--- src/hw/rtl/fdc_pkg.sv ---
// ----------------------------------------------------------------------------
// fdc_pkg
// Shared constants, types and the small-prime table for the factorial
// divisor counter.
// ----------------------------------------------------------------------------
`default_nettype none

package fdc_pkg;

    localparam int NUM_PRIMES = 25;
    localparam int IDX_W      = $clog2(NUM_PRIMES);
    localparam int N_W        = 7;
    localparam int D_W        = 32;
    localparam int EXP_W      = 5;
    localparam int CNT_W      = 56;
    localparam logic [N_W-1:0] MAX_N = 7'd100;

    typedef struct packed {
        logic           start;
        logic [D_W-1:0] dividend;
        logic [N_W-1:0] divisor;
    } div_req_t;

    typedef struct packed {
        logic           busy;
        logic           done;
        logic [D_W-1:0] quot;
        logic [N_W-1:0] rem;
    } div_rsp_t;

    function automatic logic [N_W-1:0] prime_at(input logic [IDX_W-1:0] idx);
        logic [N_W-1:0] p;
        case (idx)
            5'd0:    p = 7'd2;
            5'd1:    p = 7'd3;
            5'd2:    p = 7'd5;
            5'd3:    p = 7'd7;
            5'd4:    p = 7'd11;
            5'd5:    p = 7'd13;
            5'd6:    p = 7'd17;
            5'd7:    p = 7'd19;
            5'd8:    p = 7'd23;
            5'd9:    p = 7'd29;
            5'd10:   p = 7'd31;
            5'd11:   p = 7'd37;
            5'd12:   p = 7'd41;
            5'd13:   p = 7'd43;
            5'd14:   p = 7'd47;
            5'd15:   p = 7'd53;
            5'd16:   p = 7'd59;
            5'd17:   p = 7'd61;
            5'd18:   p = 7'd67;
            5'd19:   p = 7'd71;
            5'd20:   p = 7'd73;
            5'd21:   p = 7'd79;
            5'd22:   p = 7'd83;
            5'd23:   p = 7'd89;
            5'd24:   p = 7'd97;
            default: p = 7'd127;
        endcase
        return p;
    endfunction

endpackage

`default_nettype wire

--- src/hw/rtl/fdc_ram.sv ---
// ----------------------------------------------------------------------------
// fdc_ram
// Generic single-write, single-read RAM with registered read data.
// ----------------------------------------------------------------------------
`default_nettype none

module fdc_ram #(
    parameter int WIDTH = 8,
    parameter int DEPTH = 16
) (
    input  wire logic                     clk,
    input  wire logic                     we,
    input  wire logic [$clog2(DEPTH)-1:0] waddr,
    input  wire logic [WIDTH-1:0]         wdata,
    input  wire logic                     re,
    input  wire logic [$clog2(DEPTH)-1:0] raddr,
    output logic      [WIDTH-1:0]         rdata
);

    logic [WIDTH-1:0] mem [DEPTH];

    always_ff @(posedge clk)
    begin
        if (we)
        begin
            mem[waddr] <= wdata;
        end
        if (re)
        begin
            rdata <= mem[raddr];
        end
    end

endmodule

`default_nettype wire

--- src/hw/rtl/fdc_div.sv ---
// ----------------------------------------------------------------------------
// fdc_div
// Bit-serial restoring divider: 32-bit dividend by a 7-bit prime,
// one quotient bit per cycle.
// ----------------------------------------------------------------------------
`default_nettype none

module fdc_div
    import fdc_pkg::*;
(
    input  wire logic     clk,
    input  wire logic     rst_n,
    input  wire div_req_t req,
    output div_rsp_t      rsp
);

    localparam int STEP_W = $clog2(D_W);

    logic              busy_reg;
    logic              done_reg;
    logic [STEP_W-1:0] step_reg;
    logic [D_W-1:0]    dvd_reg;
    logic [D_W-1:0]    quot_reg;
    logic [N_W-1:0]    rem_reg;
    logic [N_W-1:0]    dsr_reg;
    logic [N_W:0]      trial;
    logic              ge;

    assign trial = {rem_reg, dvd_reg[D_W-1]};
    assign ge    = (trial >= {1'b0, dsr_reg});

    always_ff @(posedge clk or negedge rst_n)
    begin
        if (!rst_n)
        begin
            busy_reg <= 1'b0;
            done_reg <= 1'b0;
            step_reg <= '0;
        end
        else
        begin
            done_reg <= 1'b0;
            if (req.start && !busy_reg)
            begin
                busy_reg <= 1'b1;
                step_reg <= '0;
            end
            else if (busy_reg)
            begin
                step_reg <= step_reg + 1'b1;
                if (step_reg == STEP_W'(D_W - 1))
                begin
                    busy_reg <= 1'b0;
                    done_reg <= 1'b1;
                end
            end
        end
    end

    always_ff @(posedge clk)
    begin
        if (req.start && !busy_reg)
        begin
            dvd_reg  <= req.dividend;
            dsr_reg  <= req.divisor;
            quot_reg <= '0;
            rem_reg  <= '0;
        end
        else if (busy_reg)
        begin
            dvd_reg  <= {dvd_reg[D_W-2:0], 1'b0};
            quot_reg <= {quot_reg[D_W-2:0], ge};
            rem_reg  <= ge ? N_W'(trial - {1'b0, dsr_reg}) : trial[N_W-1:0];
        end
    end

    assign rsp.busy = busy_reg;
    assign rsp.done = done_reg;
    assign rsp.quot = quot_reg;
    assign rsp.rem  = rem_reg;

endmodule

`default_nettype wire

--- src/hw/rtl/factorial_divisor_count_by_d.sv ---
// ----------------------------------------------------------------------------
// factorial_divisor_count_by_d
// Each division runs on the shared bit-serial divider; one request runs
// 25 + (exponents of |d|) + (Legendre terms) divisions. One request is in
// work at a time. The next request enters as soon as the result is in the
// output register, which waits while an earlier result is still unread.
// Reset clears all control state.
// ----------------------------------------------------------------------------
`default_nettype none

module factorial_divisor_count_by_d
    import fdc_pkg::*;
(
    input  wire logic                  clk,
    input  wire logic                  rst_n,
    input  wire logic                  in_valid,
    output logic                       in_ready,
    input  wire logic [N_W-1:0]        n_value,
    input  wire logic signed [D_W-1:0] d_value,
    output logic                       out_valid,
    input  wire logic                  out_ready,
    output logic [CNT_W-1:0]           divisor_count
);

    typedef enum logic [3:0] {
        S_IDLE, S_FDIV, S_FWAIT, S_CHK, S_RD, S_LDIV, S_LWAIT, S_MUL, S_OUT
    } state_t;

    state_t           state_reg;
    logic [IDX_W-1:0] idx_reg;
    logic [N_W-1:0]   n_reg;
    logic [D_W-1:0]   m_reg;
    logic [EXP_W-1:0] cnt_reg;
    logic [N_W-1:0]   q_reg;
    logic [N_W-1:0]   e_reg;
    logic [EXP_W-1:0] f_reg;
    logic             zero_reg;
    logic [CNT_W-1:0] res_reg;
    logic             out_valid_reg;
    logic [CNT_W-1:0] out_reg;

    div_req_t         div_req;
    div_rsp_t         div_rsp;
    logic [N_W-1:0]   p;
    logic [D_W-1:0]   d_mag;
    logic [N_W:0]     factor;
    logic [CNT_W+N_W:0] prod;
    logic             ram_we;
    logic             ram_re;
    logic [EXP_W-1:0] ram_rdata;

    assign p      = prime_at(idx_reg);
    assign d_mag  = d_value[D_W-1] ? (D_W'(0) - d_value) : d_value;
    assign factor = {1'b0, e_reg} - {3'b000, f_reg} + 1'b1;
    assign prod   = res_reg * factor;

    assign div_req.start    = (state_reg == S_FDIV) || (state_reg == S_LDIV);
    assign div_req.dividend = (state_reg == S_FDIV) ? m_reg : {{(D_W-N_W){1'b0}}, q_reg};
    assign div_req.divisor  = p;

    assign ram_we = (state_reg == S_FWAIT) && div_rsp.done && (div_rsp.rem != '0);
    assign ram_re = (state_reg == S_RD);

    fdc_div u_div (
        .clk   (clk),
        .rst_n (rst_n),
        .req   (div_req),
        .rsp   (div_rsp)
    );

    fdc_ram #(
        .WIDTH (EXP_W),
        .DEPTH (NUM_PRIMES)
    ) u_exp_ram (
        .clk   (clk),
        .we    (ram_we),
        .waddr (idx_reg),
        .wdata (cnt_reg),
        .re    (ram_re),
        .raddr (idx_reg),
        .rdata (ram_rdata)
    );

    assign in_ready      = (state_reg == S_IDLE);
    assign out_valid     = out_valid_reg;
    assign divisor_count = out_reg;

    always_ff @(posedge clk or negedge rst_n)
    begin
        if (!rst_n)
        begin
            state_reg     <= S_IDLE;
            idx_reg       <= '0;
            out_valid_reg <= 1'b0;
            n_reg         <= '0;
            m_reg         <= '0;
            cnt_reg       <= '0;
            q_reg         <= '0;
            e_reg         <= '0;
            f_reg         <= '0;
            zero_reg      <= 1'b0;
            res_reg       <= '0;
            out_reg       <= '0;
        end
        else
        begin
            if (out_valid_reg && out_ready && (state_reg != S_OUT))
            begin
                out_valid_reg <= 1'b0;
            end
            case (state_reg)
                S_IDLE:
                begin
                    if (in_valid)
                    begin
                        n_reg    <= (n_value > MAX_N) ? MAX_N : n_value;
                        m_reg    <= (d_mag == '0) ? D_W'(1) : d_mag;
                        idx_reg  <= '0;
                        cnt_reg  <= '0;
                        zero_reg <= 1'b0;
                        res_reg  <= CNT_W'(1);
                        state_reg <= S_FDIV;
                    end
                end
                S_FDIV:
                begin
                    state_reg <= S_FWAIT;
                end
                S_FWAIT:
                begin
                    if (div_rsp.done)
                    begin
                        if (div_rsp.rem == '0)
                        begin
                            m_reg     <= div_rsp.quot;
                            cnt_reg   <= cnt_reg + 1'b1;
                            state_reg <= S_FDIV;
                        end
                        else
                        begin
                            if (cnt_reg != '0 && p > n_reg)
                            begin
                                zero_reg <= 1'b1;
                            end
                            cnt_reg <= '0;
                            if (idx_reg == IDX_W'(NUM_PRIMES - 1))
                            begin
                                state_reg <= S_CHK;
                            end
                            else
                            begin
                                idx_reg   <= idx_reg + 1'b1;
                                state_reg <= S_FDIV;
                            end
                        end
                    end
                end
                S_CHK:
                begin
                    if (m_reg != D_W'(1))
                    begin
                        zero_reg <= 1'b1;
                    end
                    idx_reg   <= '0;
                    state_reg <= S_RD;
                end
                S_RD:
                begin
                    if (p > n_reg)
                    begin
                        state_reg <= S_OUT;
                    end
                    else
                    begin
                        q_reg     <= n_reg;
                        e_reg     <= '0;
                        state_reg <= S_LDIV;
                    end
                end
                S_LDIV:
                begin
                    f_reg     <= ram_rdata;
                    state_reg <= S_LWAIT;
                end
                S_LWAIT:
                begin
                    if (div_rsp.done)
                    begin
                        e_reg <= e_reg + div_rsp.quot[N_W-1:0];
                        q_reg <= div_rsp.quot[N_W-1:0];
                        if (div_rsp.quot == '0)
                        begin
                            state_reg <= S_MUL;
                        end
                        else
                        begin
                            state_reg <= S_LDIV;
                        end
                    end
                end
                S_MUL:
                begin
                    if ({2'b00, f_reg} > e_reg)
                    begin
                        zero_reg <= 1'b1;
                    end
                    else
                    begin
                        res_reg <= prod[CNT_W-1:0];
                    end
                    if (idx_reg == IDX_W'(NUM_PRIMES - 1))
                    begin
                        state_reg <= S_OUT;
                    end
                    else
                    begin
                        idx_reg   <= idx_reg + 1'b1;
                        state_reg <= S_RD;
                    end
                end
                S_OUT:
                begin
                    if (!out_valid_reg || out_ready)
                    begin
                        out_valid_reg <= 1'b1;
                        out_reg       <= zero_reg ? '0 : res_reg;
                        state_reg     <= S_IDLE;
                    end
                end
                default:
                begin
                    state_reg <= S_IDLE;
                end
            endcase
        end
    end

`ifndef SYNTHESIS
    a_start_idle: assert property (@(posedge clk) disable iff (!rst_n)
        div_req.start |-> !div_rsp.busy)
        else $error("divider started while busy");

    a_idx_range: assert property (@(posedge clk) disable iff (!rst_n)
        idx_reg <= IDX_W'(NUM_PRIMES - 1))
        else $error("prime index out of range");

    a_accept_leaves_idle: assert property (@(posedge clk) disable iff (!rst_n)
        (in_valid && in_ready) |=> (state_reg == S_FDIV))
        else $error("accepted request did not start factoring");

    a_done_waiting: assert property (@(posedge clk) disable iff (!rst_n)
        div_rsp.done |-> (state_reg == S_FWAIT || state_reg == S_LWAIT))
        else $error("division result with no consumer");
`endif

endmodule

`default_nettype wire

--- config.mk ---
export PLATFORM = sky130hd
export DESIGN_NAME = factorial_divisor_count_by_d
export DESIGN_NICKNAME = d
export VERILOG_FILES = /design/src/hw/rtl/fdc_pkg.sv /design/src/hw/rtl/fdc_ram.sv /design/src/hw/rtl/fdc_div.sv /design/src/hw/rtl/factorial_divisor_count_by_d.sv
export SDC_FILE = /design/constraint.sdc
export NUM_CORES = 2
export LEC_CHECK = 0
export BUFFER_PORTS_ARGS = -buffer_cell sky130_fd_sc_hd__buf_2
export CORE_ASPECT_RATIO = 0.5
export CORE_UTILIZATION = 51
export DETAILED_ROUTE_END_ITERATION = 8
export PLACE_DENSITY = 0.7
export SYNTH_ARGS = -nofsm -noshare
export SYNTH_HDL_FRONTEND = slang
export SYNTH_SLANG_ARGS = --single-unit
export TNS_END_PERCENT = 50
--- constraint.sdc ---
create_clock -name clk -period 9 [get_ports clk]
set_clock_uncertainty 0.2 [all_clocks]
set_input_delay 1.35 -clock clk [delete_from_list [all_inputs] [get_ports clk]]
set_output_delay 1.35 -clock clk [all_outputs]
set_load 0.02 [all_outputs]
==> out/qor.yml <==
timing:
  worst_slew_pin_tran_ps: 1190
  layout_min_cycle_time_ps: 8030
  max_freq_mhz: 124
  finalSetupTns_ps: 0
  slew-limit-headroom_pct: 20.7
  pins_over_slew_limit: 0
  number_of_endpoints_failing_setup_at_the_final_stage: 0
  layout_worst_path_cycle_share_pct: 89.3
  final-hold-violation-count: 0
  grt_setup_unrepaired: "no"
worst_setup_path:
  timing.critical_path.to_type: "flop"
  reg2reg_slack_ps: 970
  worst_setup_path_startpoint: "e_reg[1]$_DFFE_PN0P_"
  required_ps: 9280
  timing.reg2reg.worst_path_depth: 27
  worstPathArrival_ps: 8310
  startpoint_kind_of_the_worst_setup_timing_path: "flop"
  timing.rr.end: "res_reg[52]$_DFFE_PN0P_"
  worst_path_max_delay_cell: "sky130_fd_sc_hd__fa_1"
  critical_path.n_buffers_inverters: 5
  timing.critical_path.fanout_max: 50
  timing_worst_setup_path_type: "flop to flop"
  worstReg2RegStart: "e_reg[1]$_DFFE_PN0P_"
  cp_slowest_stage_delay_ps: 550
  crit_family: "adder cells"
synth:
  ys_warn_count: 0
  ys_async_sr_fraction_pct: 48.1
  post-synth-top-count-cell: "sky130_fd_sc_hd__inv_1"
  yosys_top_cell_by_area: "sky130_fd_sc_hd__fa_1"
  sequential_fraction_of_the_synthesis_area_pct: 34.2
  synth-edff-count: 169
  mappedNetlistNets: 3608
  ys_seq_elements: 401
  netlist_top_cells_area: "sky130_fd_sc_hd__fa_1 (19%), sky130_fd_sc_hd__edfxtp_1 (16%), sky130_fd_sc_hd__dfrtp_1 (15%), sky130_fd_sc_hd__and2_1 (5.0%), sky130_fd_sc_hd__ha_1 (4.7%)"
  synth_area_um2: 31300
  syn-mean-instance-area_um2: 9.94
  yosys.area.top_type_share_pct: 19.3
  yosysUniqueCellTypes: 94
  dominantRegCellSynth: "sky130_fd_sc_hd__dfrtp_1"
  top_cells_by_instance_count_after_synthesis: "sky130_fd_sc_hd__inv_1 (380), sky130_fd_sc_hd__nand2_1 (324), sky130_fd_sc_hd__fa_1 (302)"
  post_synth_inst_count: 3146
placement:
  place.gp.congestion: 0.872
  detailed_place.area_um2: 32500
  dp_hpwl_um: 52300
  placement.io_buffers: 100
  place_inst: 3927
job:
  max_cap_viol_count: 0
global_route:
  global_route.usage.total_pct: 24.3
  gr-total-overflow: 0
  grt_antenna_before_repair: 0
  grt_pass1_vias: 23000
  first_pass_grt_wire_length_um: 122000
  grt_max_degree: 113
cells_and_area:
  multi_input_comb_area_um2: 18600
  num-fill-cells: 5233
  final_cell_area_um2: 33700
  final_cell_count_no_fill: 4000
  largest_register_ffs: 125
  final_nets: 3618
  finalCoreUtilization_pct: 56.3
  final_layout_size_suffix_gt1_share_pct: 8.38
  syn_to_final_growth_pct: 7.90
  sequential_cell_area_um2: 10700
cts:
  ctsHtreeMaxLevel: 2
  cts_buffers: 39
  hold_buffers: 0
  tritoncts: "yes"
  cts_num_sinks: 401
  clockRootBuffer: "sky130_fd_sc_hd__clkbuf_16"
  clk_path_buf_depth: 3
  worst_setup_hold_path_clk_slew_ps: 60
  post-cts-setup-buffer-count: 0
  post_cts_resized: 0
  clk-insertion-delay-late_ps: 580
route:
  route.detailed.wl_per_inst_um: 18.5
  dr.pass1.iters: 5
  initial_detailed_routing_violation_count: 1689
  drc_errors: 0
  overall_via_count_from_detail_route: 22700
  routed_wl_um: 73900
  via_per_inst: 5.68
  post_route_antenna_net_violation_count: 0
hold_path:
  worst_hold_startpoint: "u_exp_ram.rdata[2]$_DFFE_PP_"
  hold_path_end: "f_reg[2]$_DFFE_PN0P_"
  min_delay_path_depth: 2
  worstHoldPathType: "flop to flop"
die:
  core.rowCount: 63
  die-height_um: 177
  die_area_um2: 62400
  initial_utilization_pct: 52.2
  floorplan.io_pins: 101
  placeableCoreArea_um2: 59900
  dieWidth_um: 352
outcome:
  status: "completed"
layer usage:
| layer | part of all wire, % | global-route usage [%] |
|---|---|---|
| met1 | 45 | 33.9 |
| met2 | 48 | 40.5 |
| met3 | 5.3 | 3.71 |
| met4 | 1.8 | 5.27 |
| met5 | 0 | 0 |
tightest hold or removal path: cells and delay by family (launching register included):
kind	cells	cell delay, ps
compound gates	1	60
flops	1	320
simple gates	1	50
worst max path at each step:
stage / slack, ps / to / cells past startpoint
final: 970 / res_reg[52]$_DFFE_PN0P_ / 27
after global routing: 310 / res_reg[51]$_DFFE_PN0P_ / 28
after CTS: 1000 / res_reg[53]$_DFFE_PN0P_ / 28
after detailed placement: 1040 / res_reg[53]$_DFFE_PN0P_ / 28
after global placement: 1200 / res_reg[45]$_DFFE_PN0P_ / 28
after floorplan: 1860 / res_reg[52]$_DFFE_PN0P_ / 29
kinds of logic (layout without fill, tap and decap cells):
group	count (synthesis)	after routing	synth area share [%]
compound gates	562	562	11.7
xor+xnor	94	94	2.74
fa+ha+maj	419	419	24.0
buf+inv	544	585	6.58
flops	401	401	34.2
mux	61	61	3.16
other cells	0	1	0
simple gates	1065	1065	17.6
cell type report:
cell class	instances	area share, %
Antenna cell	1	0.00742
Sequential cell	401	31.7
Clock buffer	54	3.15
Multi-Input combinational cell	2201	55.2
Inverter	382	4.25
Clock inverter	18	0.534
Tap cell	812	3.01
Timing Repair Buffer	131	2.20
through the flow:
step / worst slack [ps] / hold WS [ps]
4_1_cts: 1000 / 278
5_1_grt: 306 / 296
6_report: 967 / 269
3_3_place_gp: 1200 / 256
2_1_floorplan: 1860 / 226
3_5_place_dp: 1040 / 260
cell usage in the layout (no fill, tap or decap), types with 11 or more instances in the layout:
cell | synthesis | layout
sky130_fd_sc_hd__inv_1 | 380 | 381
sky130_fd_sc_hd__nand2_1 | 324 | 323
sky130_fd_sc_hd__fa_1 | 302 | 302
sky130_fd_sc_hd__and2_1 | 252 | 252
sky130_fd_sc_hd__o21ai_0 | 202 | 202
sky130_fd_sc_hd__dfrtp_1 | 193 | 192
sky130_fd_sc_hd__edfxtp_1 | 169 | 169
sky130_fd_sc_hd__nor2_1 | 124 | 122
sky130_fd_sc_hd__ha_1 | 117 | 115
sky130_fd_sc_hd__buf_2 | 6 | 99
sky130_fd_sc_hd__a21oi_1 | 98 | 98
sky130_fd_sc_hd__nand3_1 | 88 | 88
sky130_fd_sc_hd__nand2b_1 | 77 | 76
sky130_fd_sc_hd__a22o_1 | 65 | 65
sky130_fd_sc_hd__nor2b_1 | 61 | 61
sky130_fd_sc_hd__xor2_1 | 48 | 48
sky130_fd_sc_hd__xnor2_1 | 43 | 41
sky130_fd_sc_hd__clkbuf_16 | 0 | 39
sky130_fd_sc_hd__dfxtp_1 | 39 | 39
sky130_fd_sc_hd__nor3_1 | 34 | 32
sky130_fd_sc_hd__a21o_1 | 32 | 32
sky130_fd_sc_hd__buf_4 | 0 | 31
sky130_fd_sc_hd__mux4_2 | 30 | 30
sky130_fd_sc_hd__mux2i_1 | 29 | 29
sky130_fd_sc_hd__nor4_1 | 26 | 25
sky130_fd_sc_hd__a211oi_1 | 21 | 21
sky130_fd_sc_hd__a31oi_1 | 19 | 19
sky130_fd_sc_hd__and3_1 | 16 | 16
sky130_fd_sc_hd__nand4_1 | 16 | 16
sky130_fd_sc_hd__o21a_1 | 13 | 13
sky130_fd_sc_hd__o31ai_1 | 13 | 13
sky130_fd_sc_hd__clkbuf_1 | 141 | 12
sky130_fd_sc_hd__or3_1 | 12 | 11
Power is not shown: default switching activity piles up to over one toggle a cycle in this logic, so the estimate is an artifact.
